==> src/hdl/skf_pkg.sv <==
// package for the scalar kalman filter: default sizes, register indexes and
// the state types of the sequencer and the serial arithmetic units
// no dependencies
package skf_pkg;

  localparam int unsigned DEF_DATA_WIDTH = 32;
  localparam int unsigned DEF_FRAC_BITS  = 16;

  localparam int unsigned CFG_IDX_W = 2;

  localparam logic [CFG_IDX_W-1:0] CFG_TRANSITION  = 2'd0;
  localparam logic [CFG_IDX_W-1:0] CFG_OBSERVATION = 2'd1;
  localparam logic [CFG_IDX_W-1:0] CFG_PROC_NOISE  = 2'd2;
  localparam logic [CFG_IDX_W-1:0] CFG_MEAS_NOISE  = 2'd3;

  typedef enum logic [1:0] {
    MUL_IDLE,
    MUL_RUN,
    MUL_ROUND,
    MUL_SAT
  } mul_state_e;

  typedef enum logic [1:0] {
    DIV_IDLE,
    DIV_RUN,
    DIV_FIX
  } div_state_e;

  typedef enum logic [3:0] {
    ST_IDLE,
    ST_XP,
    ST_FP,
    ST_PP,
    ST_PH,
    ST_DEN,
    ST_DIV,
    ST_HX,
    ST_ERR,
    ST_XU,
    ST_KH,
    ST_OM,
    ST_PU,
    ST_OUT
  } step_e;

endpackage

==> src/hdl/skf_mul.sv <==
// bit-serial signed fixed-point multiplier with round half up, addend and
// saturation to the signed or the covariance range; depends on skf_pkg
module skf_mul import skf_pkg::*; #(
  parameter int unsigned DATA_WIDTH = DEF_DATA_WIDTH,
  parameter int unsigned FRAC_BITS  = DEF_FRAC_BITS
) (
  input  logic                         clk_i,
  input  logic                         rst_ni,
  input  logic                         start_i,
  input  logic signed [DATA_WIDTH-1:0] op_a_i,
  input  logic signed [DATA_WIDTH-1:0] op_b_i,
  input  logic signed [DATA_WIDTH-1:0] addend_i,
  input  logic                         cov_sat_i,
  output logic                         done_o,
  output logic signed [DATA_WIDTH-1:0] result_o
);

  localparam int unsigned W    = DATA_WIDTH;
  localparam int unsigned CntW = $clog2(W);
  localparam int unsigned RndW = 2 * W - FRAC_BITS + 2;

  localparam logic signed [RndW-1:0] SMAX_S = {{(RndW-W+1){1'b0}}, {(W-1){1'b1}}};
  localparam logic signed [RndW-1:0] SMIN_S = {{(RndW-W+1){1'b1}}, {(W-1){1'b0}}};

  mul_state_e state_q, state_d;

  logic [CntW-1:0]        cnt_q;
  logic signed [W:0]      hi_q;
  logic [W-1:0]           lo_q;
  logic signed [W-1:0]    a_q;
  logic signed [W-1:0]    addend_q;
  logic                   cov_q;
  logic signed [RndW-1:0] rnd_q;

  logic              last_bit;
  logic signed [W:0] a_ext;
  logic signed [W:0] pp_sum;
  logic [2*W:0]      prod;
  logic signed [RndW-1:0] sum_s;

  assign last_bit = (cnt_q == CntW'(W - 1));
  assign a_ext    = {a_q[W-1], a_q};
  // the sign bit of the multiplier weighs negative
  assign pp_sum   = !lo_q[0] ? hi_q : (last_bit ? hi_q - a_ext : hi_q + a_ext);
  assign prod     = {hi_q, lo_q};

  // drop the rounding bit, then add the addend
  assign sum_s = {rnd_q[RndW-1], rnd_q[RndW-1:1]}
               + {{(RndW-W){addend_q[W-1]}}, addend_q};

  always_comb begin
    state_d = state_q;
    unique case (state_q)
      MUL_IDLE:  if (start_i) state_d = MUL_RUN;
      MUL_RUN:   if (last_bit) state_d = MUL_ROUND;
      MUL_ROUND: state_d = MUL_SAT;
      MUL_SAT:   state_d = MUL_IDLE;
      default:   state_d = MUL_IDLE;
    endcase
  end

  always_comb begin
    done_o = (state_q == MUL_SAT);
    if (sum_s > SMAX_S) begin
      result_o = {1'b0, {(W-1){1'b1}}};
    end else if (cov_q && sum_s[RndW-1]) begin
      result_o = '0;
    end else if (sum_s < SMIN_S) begin
      result_o = {1'b1, {(W-1){1'b0}}};
    end else begin
      result_o = sum_s[W-1:0];
    end
  end

  always_ff @(posedge clk_i or negedge rst_ni) begin
    if (!rst_ni) begin
      state_q <= MUL_IDLE;
      cnt_q   <= '0;
    end else begin
      state_q <= state_d;
      if (state_q == MUL_IDLE) begin
        cnt_q <= '0;
      end else if (state_q == MUL_RUN) begin
        cnt_q <= cnt_q + 1'b1;
      end
    end
  end

  always_ff @(posedge clk_i) begin
    if (state_q == MUL_IDLE && start_i) begin
      a_q      <= op_a_i;
      lo_q     <= op_b_i;
      hi_q     <= '0;
      addend_q <= addend_i;
      cov_q    <= cov_sat_i;
    end else if (state_q == MUL_RUN) begin
      hi_q <= {pp_sum[W], pp_sum[W:1]};
      lo_q <= {pp_sum[0], lo_q[W-1:1]};
    end
    if (state_q == MUL_ROUND) begin
      rnd_q <= prod[2*W:FRAC_BITS-1] + RndW'(1);
    end
  end

endmodule

==> src/hdl/skf_div.sv <==
// bit-serial restoring divider for the gain: round(num * 2^frac / den),
// ties away from zero, saturated to the signed range; depends on skf_pkg
module skf_div import skf_pkg::*; #(
  parameter int unsigned DATA_WIDTH = DEF_DATA_WIDTH,
  parameter int unsigned FRAC_BITS  = DEF_FRAC_BITS
) (
  input  logic                         clk_i,
  input  logic                         rst_ni,
  input  logic                         start_i,
  input  logic signed [DATA_WIDTH-1:0] num_i,
  input  logic signed [DATA_WIDTH-1:0] den_i,
  output logic                         done_o,
  output logic signed [DATA_WIDTH-1:0] quot_o
);

  localparam int unsigned W    = DATA_WIDTH;
  localparam int unsigned NB   = W + FRAC_BITS;
  localparam int unsigned CntW = $clog2(NB);

  div_state_e state_q, state_d;

  logic [CntW-1:0] cnt_q;
  logic [W-1:0]    rem_q;
  logic [NB-1:0]   dq_q;
  logic [W-1:0]    den_q;
  logic            neg_q;

  logic [W-1:0] mag_abs;
  logic [W:0]   trial;
  logic [W:0]   diff;
  logic         ge;
  logic         last_bit;
  logic         over;
  logic [W-1:0] qm;

  assign mag_abs  = num_i[W-1] ? (~num_i + 1'b1) : num_i;
  assign trial    = {rem_q, dq_q[NB-1]};
  assign diff     = trial - {1'b0, den_q};
  assign ge       = (trial >= {1'b0, den_q});
  assign last_bit = (cnt_q == CntW'(NB - 1));

  // clamp the magnitude to 2^(w-1) before the sign goes back on
  assign over = (dq_q > {{(NB-W){1'b0}}, 1'b1, {(W-1){1'b0}}});
  assign qm   = over ? {1'b1, {(W-1){1'b0}}} : dq_q[W-1:0];

  always_comb begin
    state_d = state_q;
    unique case (state_q)
      DIV_IDLE: if (start_i) state_d = DIV_RUN;
      DIV_RUN:  if (last_bit) state_d = DIV_FIX;
      DIV_FIX:  state_d = DIV_IDLE;
      default:  state_d = DIV_IDLE;
    endcase
  end

  always_comb begin
    done_o = (state_q == DIV_FIX);
    if (neg_q) begin
      quot_o = ~qm + 1'b1;
    end else if (qm[W-1]) begin
      quot_o = {1'b0, {(W-1){1'b1}}};
    end else begin
      quot_o = qm;
    end
  end

  always_ff @(posedge clk_i or negedge rst_ni) begin
    if (!rst_ni) begin
      state_q <= DIV_IDLE;
      cnt_q   <= '0;
    end else begin
      state_q <= state_d;
      if (state_q == DIV_IDLE) begin
        cnt_q <= '0;
      end else if (state_q == DIV_RUN) begin
        cnt_q <= cnt_q + 1'b1;
      end
    end
  end

  always_ff @(posedge clk_i) begin
    if (state_q == DIV_IDLE && start_i) begin
      // half the divisor is added up front for rounding
      dq_q  <= {mag_abs, {FRAC_BITS{1'b0}}} + {{(FRAC_BITS+1){1'b0}}, den_i[W-1:1]};
      rem_q <= '0;
      den_q <= den_i;
      neg_q <= num_i[W-1];
    end else if (state_q == DIV_RUN) begin
      rem_q <= ge ? diff[W-1:0] : trial[W-1:0];
      dq_q  <= {dq_q[NB-2:0], ge};
    end
  end

endmodule

==> src/hdl/scalar_kalman_filter_top.sv <==
// scalar kalman filter, top level: step sequencer, state and config registers,
// stream ports; depends on skf_pkg, skf_mul and skf_div
//
//   channel   direction  handshake                contents
//   s_axis    in         tvalid/tready            tdata: measurement
//   m_axis    out        tvalid/tready            tdata: estimate, covariance, gain
//                                                 tuser: degenerate flag
//   cfg       in         cfg_we_i (no wait)       index 0 F, 1 H, 2 Q, 3 R
//
// the work per item is nine passes through the one-bit-per-cycle multiplier and,
// when the denominator is positive, DATA_WIDTH+FRAC_BITS quotient bits of the
// serial divider.
// reset loads x = 0, P = 1.0, F = H = 1.0 and Q = R = 0.1.
// a finished result waits in the output register while the next measurement
// is taken; the sequencer stalls before loading a new result until it drains.
module scalar_kalman_filter_top import skf_pkg::*; #(
  parameter int unsigned DATA_WIDTH = DEF_DATA_WIDTH,
  parameter int unsigned FRAC_BITS  = DEF_FRAC_BITS
) (
  input  logic                                   clk_i,
  input  logic                                   rst_ni,
  input  logic                                   s_axis_tvalid,
  output logic                                   s_axis_tready,
  // measurement
  input  logic [((DATA_WIDTH+7)/8)*8-1:0]        s_axis_tdata,
  output logic                                   m_axis_tvalid,
  input  logic                                   m_axis_tready,
  // filtered_estimate, error_covariance, kalman_gain
  output logic [((3*DATA_WIDTH-1+7)/8)*8-1:0]    m_axis_tdata,
  // degenerate_flag
  output logic                                   m_axis_tuser,
  input  logic                                   cfg_we_i,
  input  logic [CFG_IDX_W-1:0]                   cfg_index_i,
  input  logic [DATA_WIDTH-1:0]                  cfg_wdata_i
);

  localparam int unsigned W        = DATA_WIDTH;
  localparam int unsigned OutDataW = ((3 * W - 1 + 7) / 8) * 8;

  localparam longint unsigned ONE_L   = 64'd1 << FRAC_BITS;
  localparam longint unsigned TENTH_L = (ONE_L + 64'd5) / 64'd10;

  localparam logic signed [W-1:0] ONE_Q   = W'(ONE_L);
  localparam logic [W-2:0]        TENTH_Q = (W-1)'(TENTH_L);
  localparam logic signed [W-1:0] SMAX_W  = {1'b0, {(W-1){1'b1}}};
  localparam logic signed [W-1:0] SMIN_W  = {1'b1, {(W-1){1'b0}}};

  step_e state_q, state_d;

  logic signed [W-1:0] f_q, h_q;
  logic [W-2:0]        q_q, r_q;
  logic signed [W-1:0] x_q, p_q;
  logic signed [W-1:0] z_q, xp_q, pp_q, ph_q, den_q, k_q, e_q, om_q, t_q;
  logic                deg_q;
  logic                issued_q;

  logic                m_valid_q;
  logic signed [W-1:0] out_est_q;
  logic [W-2:0]        out_cov_q;
  logic signed [W-1:0] out_gain_q;
  logic                out_deg_q;

  logic                in_xfer;
  logic                is_mul_step;
  logic                den_pos;
  logic                out_load;

  logic                mul_start, mul_done, mul_cov;
  logic signed [W-1:0] mul_a, mul_b, mul_add, mul_res;
  logic                div_start, div_done;
  logic signed [W-1:0] div_quot;

  logic signed [W-1:0] minuend;
  logic signed [W:0]   sub_d;
  logic signed [W-1:0] sub_sat;

  assign in_xfer  = s_axis_tvalid && s_axis_tready;
  assign den_pos  = !den_q[W-1] && (den_q != '0);
  assign out_load = (state_q == ST_OUT) && (!m_valid_q || m_axis_tready);

  always_comb begin
    case (state_q)
      ST_XP, ST_FP, ST_PP, ST_PH, ST_DEN, ST_HX, ST_XU, ST_KH, ST_PU: is_mul_step = 1'b1;
      default: is_mul_step = 1'b0;
    endcase
  end

  // shared saturating subtract for the residual and for 1 - K*H
  assign minuend = (state_q == ST_OM) ? ONE_Q : z_q;
  assign sub_d   = {minuend[W-1], minuend} - {t_q[W-1], t_q};
  assign sub_sat = (sub_d[W] != sub_d[W-1]) ? (sub_d[W] ? SMIN_W : SMAX_W) : sub_d[W-1:0];

  always_comb begin
    state_d = state_q;
    unique case (state_q)
      ST_IDLE: if (s_axis_tvalid) state_d = ST_XP;
      ST_XP:   if (mul_done) state_d = ST_FP;
      ST_FP:   if (mul_done) state_d = ST_PP;
      ST_PP:   if (mul_done) state_d = ST_PH;
      ST_PH:   if (mul_done) state_d = ST_DEN;
      ST_DEN:  if (mul_done) state_d = ST_DIV;
      ST_DIV:  if (!den_pos || div_done) state_d = ST_HX;
      ST_HX:   if (mul_done) state_d = ST_ERR;
      ST_ERR:  state_d = ST_XU;
      ST_XU:   if (mul_done) state_d = ST_KH;
      ST_KH:   if (mul_done) state_d = ST_OM;
      ST_OM:   state_d = ST_PU;
      ST_PU:   if (mul_done) state_d = ST_OUT;
      ST_OUT:  if (out_load) state_d = ST_IDLE;
      default: state_d = ST_IDLE;
    endcase
  end

  always_comb begin
    s_axis_tready = (state_q == ST_IDLE);
    mul_start     = is_mul_step && !issued_q;
    div_start     = (state_q == ST_DIV) && !issued_q && den_pos;
    mul_a         = f_q;
    mul_b         = x_q;
    mul_add       = '0;
    mul_cov       = 1'b0;
    unique case (state_q)
      ST_XP: begin
        mul_a = f_q;
        mul_b = x_q;
      end
      ST_FP: begin
        mul_a = f_q;
        mul_b = p_q;
      end
      ST_PP: begin
        mul_a   = t_q;
        mul_b   = f_q;
        mul_add = {1'b0, q_q};
        mul_cov = 1'b1;
      end
      ST_PH: begin
        mul_a = pp_q;
        mul_b = h_q;
      end
      ST_DEN: begin
        mul_a   = h_q;
        mul_b   = ph_q;
        mul_add = {1'b0, r_q};
      end
      ST_HX: begin
        mul_a = h_q;
        mul_b = xp_q;
      end
      ST_XU: begin
        mul_a   = k_q;
        mul_b   = e_q;
        mul_add = xp_q;
      end
      ST_KH: begin
        mul_a = k_q;
        mul_b = h_q;
      end
      ST_PU: begin
        mul_a   = om_q;
        mul_b   = pp_q;
        mul_cov = 1'b1;
      end
      default: begin
        mul_a = f_q;
      end
    endcase
  end

  skf_mul #(
    .DATA_WIDTH (DATA_WIDTH),
    .FRAC_BITS  (FRAC_BITS)
  ) u_mul (
    .clk_i     (clk_i),
    .rst_ni    (rst_ni),
    .start_i   (mul_start),
    .op_a_i    (mul_a),
    .op_b_i    (mul_b),
    .addend_i  (mul_add),
    .cov_sat_i (mul_cov),
    .done_o    (mul_done),
    .result_o  (mul_res)
  );

  skf_div #(
    .DATA_WIDTH (DATA_WIDTH),
    .FRAC_BITS  (FRAC_BITS)
  ) u_div (
    .clk_i   (clk_i),
    .rst_ni  (rst_ni),
    .start_i (div_start),
    .num_i   (ph_q),
    .den_i   (den_q),
    .done_o  (div_done),
    .quot_o  (div_quot)
  );

  // control, filter state and configuration
  always_ff @(posedge clk_i or negedge rst_ni) begin
    if (!rst_ni) begin
      state_q   <= ST_IDLE;
      issued_q  <= 1'b0;
      m_valid_q <= 1'b0;
      f_q       <= ONE_Q;
      h_q       <= ONE_Q;
      q_q       <= TENTH_Q;
      r_q       <= TENTH_Q;
      x_q       <= '0;
      p_q       <= ONE_Q;
    end else begin
      state_q <= state_d;
      if (mul_done || div_done) begin
        issued_q <= 1'b0;
      end else if (mul_start || div_start) begin
        issued_q <= 1'b1;
      end
      if (out_load) begin
        m_valid_q <= 1'b1;
      end else if (m_axis_tready) begin
        m_valid_q <= 1'b0;
      end
      if (cfg_we_i) begin
        unique case (cfg_index_i)
          CFG_TRANSITION:  f_q <= cfg_wdata_i;
          CFG_OBSERVATION: h_q <= cfg_wdata_i;
          CFG_PROC_NOISE:  q_q <= cfg_wdata_i[W-2:0];
          CFG_MEAS_NOISE:  r_q <= cfg_wdata_i[W-2:0];
          default: ;
        endcase
      end
      if (mul_done && state_q == ST_XU) begin
        x_q <= mul_res;
      end
      if (mul_done && state_q == ST_PU) begin
        p_q <= mul_res;
      end
    end
  end

  // intermediate values of one step
  always_ff @(posedge clk_i) begin
    if (in_xfer) begin
      z_q   <= s_axis_tdata[W-1:0];
      deg_q <= 1'b0;
    end
    if (mul_done) begin
      case (state_q)
        ST_XP:             xp_q  <= mul_res;
        ST_PP:             pp_q  <= mul_res;
        ST_PH:             ph_q  <= mul_res;
        ST_DEN:            den_q <= mul_res;
        ST_FP, ST_HX, ST_KH: t_q <= mul_res;
        default: ;
      endcase
    end
    if (state_q == ST_DIV) begin
      if (!den_pos) begin
        k_q   <= '0;
        deg_q <= 1'b1;
      end else if (div_done) begin
        k_q <= div_quot;
      end
    end
    if (state_q == ST_ERR) begin
      e_q <= sub_sat;
    end
    if (state_q == ST_OM) begin
      om_q <= sub_sat;
    end
    if (out_load) begin
      out_est_q  <= x_q;
      out_cov_q  <= p_q[W-2:0];
      out_gain_q <= k_q;
      out_deg_q  <= deg_q;
    end
  end

  assign m_axis_tvalid = m_valid_q;
  assign m_axis_tdata  = OutDataW'({out_gain_q, out_cov_q, out_est_q});
  assign m_axis_tuser  = out_deg_q;

endmodule
==> config.mk <==
export PLATFORM = sky130hd
export DESIGN_NAME = scalar_kalman_filter_top
export DESIGN_NICKNAME = d
export VERILOG_FILES = /design/src/hdl/skf_pkg.sv /design/src/hdl/skf_mul.sv /design/src/hdl/skf_div.sv /design/src/hdl/scalar_kalman_filter_top.sv
export SDC_FILE = /design/constraint.sdc
export NUM_CORES = 2
export LEC_CHECK = 0
export ABC_AREA = 0
export BUFFER_PORTS_ARGS = -buffer_cell sky130_fd_sc_hd__buf_2
export CORE_ASPECT_RATIO = 1.75
export CORE_MARGIN = 2
export CORE_UTILIZATION = 50
export CTS_CLUSTER_DIAMETER = 100
export CTS_CLUSTER_SIZE = 25
export DETAILED_ROUTE_END_ITERATION = 12
export MAX_ROUTING_LAYER = met4
export PLACE_DENSITY_LB_ADDON = 0.05
export SYNTH_ARGS = -nofsm -noshare
export SYNTH_HDL_FRONTEND = slang
export SYNTH_SLANG_ARGS = --single-unit
export TNS_END_PERCENT = 30
==> constraint.sdc <==
create_clock -name clk_i -period 7.9 [get_ports clk_i]
set_clock_uncertainty 0.05 [all_clocks]
set_input_delay 0.79 -clock clk_i [delete_from_list [all_inputs] [get_ports clk_i]]
set_output_delay 0.79 -clock clk_i [all_outputs]
set_load 0.02 [all_outputs]
==> results.md <==
- Tmin final: 6470 ps
- Vias in the first global route: roughly 34k
- Setup_tns: 0 ps
- Die ar.: 94540 sq um
- Crit end category: flip-flop
- Iteration-0 DRC Markers: roughly 3.6k
- Commonest non-fill, non-tap cells in the layout: edfxtp_1, nand2_1, a21oi_1, nor2_1, o21ai_0
- Die Ht: 405.3 um
- Share of cells above drive strength 1: 0.1191
- HPWL Detailed: ~120 mm
- Min-Delay Path Class: input port to async pin
- Ranking of synthesized cells by area: edfxtp_1, dfrtp_1, ha_1
- Residual DRC: 0
- Power Total: approximately 0.019 W
- FMAX: 154.6 MHz
- Fin crit share: 0.8190
- Crit path kind: flip-flop to flip-flop
- Seq/Total Area, Yosys: 0.5424
- Worst-path fanout max: 33
- Core box area: 91410 sq um
- Max-Cap Viols: 0
- Largest net degree at the start of global routing: 128
- Worst-margin pin slew: around 1200 ps
- Total clock buffers created by CTS: 42
- # hold bufs at CTS: 0
- Nets@finish: 4502
- Total number of H-tree levels: 2
- Routed Wire Length: 155.5 mm
- Commonest non-fill, non-tap cell in the layout: edfxtp_1
- Gate Count Post-Synth: 4177
- YS warnings: 0
- Distinct cell type count after synthesis: around 100
- Largest register FFs: 49
- Routed wire per std cell: 28.34 um
- Status: completed
- Syn_area_per_cell: between 10 and 15 sq um
- Slew margin rel.: 0.1938
- Most flops, register: u_mul.rnd_q
- RSZ-0062 raised after global routing: no
- Number of synthesized flops with an enable pin: 611
- Die Wd: about 230 um
- Largest regs: u_mul.rnd_q x49, u_div.dq_q x48
- Worst skew pair latency: 660 ps
- Async set-reset flop share out of synthesis: 0.2379
- Leak pwr: 19.16 nW
- Seq cells post-synth: just under 900
- CP Data Arrival Time: 6750 ps
- DRT Pass-1 Iters: 8
- # Post-CTS Setup Buffers: 0
- Clk slew on worst S/H paths: approximately 100 ps
- Layout area overhead: 7.366%
- WHS: 81.24 ps
- Post-Syn Nets: 4429
- Starting density of the core: 0.5032
- Synth area leader: edfxtp_1
- Power Density: 388.3 nW/um^2
- Initial antenna violation count: 15
- I/O pins: 170
- CTS tree: yes
- Peak supply drop: approximately 0.00023 V
- Final ANT Viol Nets: 0
- Post-synthesis cell area: around 46000 sq um
- GPL Wtd Cong: roughly 1
- R2r setup slk: 1430 ps
- Resize count post-CTS: 0
- Via density: 6.280
- WP data required: around 8200 ps
- Detailed-route via count: 34.47k
- Clk root buf: clkbuf_16
- Crit start category: flip-flop
- GR Util All Layers: 0.3360
- PortBufs: between 150 and 200
- Total global routing overflow: 0
- Longest Clk Path Bufs: 3
- CTS sink cnt: about 890
- Endpoints failing setup: 0
- Share of the synthesized area in the top cell type: 0.3988
- Main synth FF type: edfxtp_1
- Max-slew violations: 0
- Final hold violations: 0
- First-pass GRT wire length: 224.7 mm
- Cell row count: 147
[kinds of logic after synthesis]
kind of cell,count (synthesis),synth area share
and+or+nand+nor,1178,0.1211
AOI/OAI and AO/OA,1109,0.1603
DFF,887,0.5424
buffers and inverters,371,0.03182
xor gates and xnor gates,264,0.05026
adders and majority gates,188,0.05157
muxes,179,0.04246
other,1,0.00008152
[power breakdown]
part	total (W)	internal, W	leakage (nW)	switching [W]
Clock	0.00264	0.00105	0.591	0.00158
Sequential	0.00785	0.00673	8.70	0.00112
Combinational	0.00870	0.00298	9.87	0.00571
[Yosys cell counts, drive strengths merged, types with 34 or more instances]
library cell	instances
nand2	418
buf	43
a22o	45
nor2b	34
nor3	62
a21o	78
a21oi	325
a222oi	63
edfxtp	611
xor2	95
dfrtp	194
inv	167
nand2b	41
nand4	34
o21ai	232
dfxtp	65
a221oi	39
a31oi	58
and2	53
xnor2	169
clkbuf	160
nand3	100
mux2	129
ha	176
nor2	277
a22oi	67
mux2i	50
and3	49
[per-stage QoR]
step | area (sq um) | worst slack, ps | utilization | cells
global placement | 48110 | 1608 | 0.5263 | 5398
CTS | 49350 | 1433 | 0.5399 | 5475
global route | 49380 | 1060 | 0.5402 | 5485
floorplan | 46000 | 2034 | - | 4177
detailed placement | 48110 | 1477 | 0.5263 | 5398
finish | 49390 | 1430 | 0.5403 | 5489
[path summary, 6_finish.rpt]
check	start	endpoint	cells past startpoint
worst max-delay path	state_q[3]	om_q[6]	17
worst min-delay path	rst_ni	x_q[3]	1
worst max register to register	state_q[3]	om_q[6]	17
worst min register to register	deg_q	m_axis_tuser	0
max in group asynchronous	rst_ni	u_div.cnt_q[5]	2
min in group clk_i	s_axis_tdata[11]	z_q[11]	1
[area by class of cell]
cell class | count | area, sq um
diodes | 14 | 35.03
clock inverters | 4 | 53.80
fillers | 8157 | 42020
flip-flops and latches | 887 | 24950
clock buffers | 73 | 1189
multi-input cells | 2919 | 19680
well taps | 1192 | 1491
repair buffers | 232 | 1356
inverters | 168 | 631.9
[layer usage]
layer  global-route usage  wire length, um  share of wire
met4               0.1631             8827          0.057
met3              0.03862             8781          0.056
met5                    -                0              0
met2               0.5904            81090           0.52
met1               0.3777            56840           0.37
[critical path, cell delays in order, from the launching register on]
cell      delay [ps]
dfrtp_1          590
nor2b_1          360
nand2_1          730
and2_1           460
ha_1             310
nor2b_1          140
o21ai_0          190
a21oi_1          140
o211ai_1         230
a21oi_1          150
nor3_1           620
o31ai_1          280
a221o_1          410
nand4_1          130
a41oi_2          110
buf_4            200
nand2_1          620
o21ai_0          350
Power figures use the tool's default switching activity.
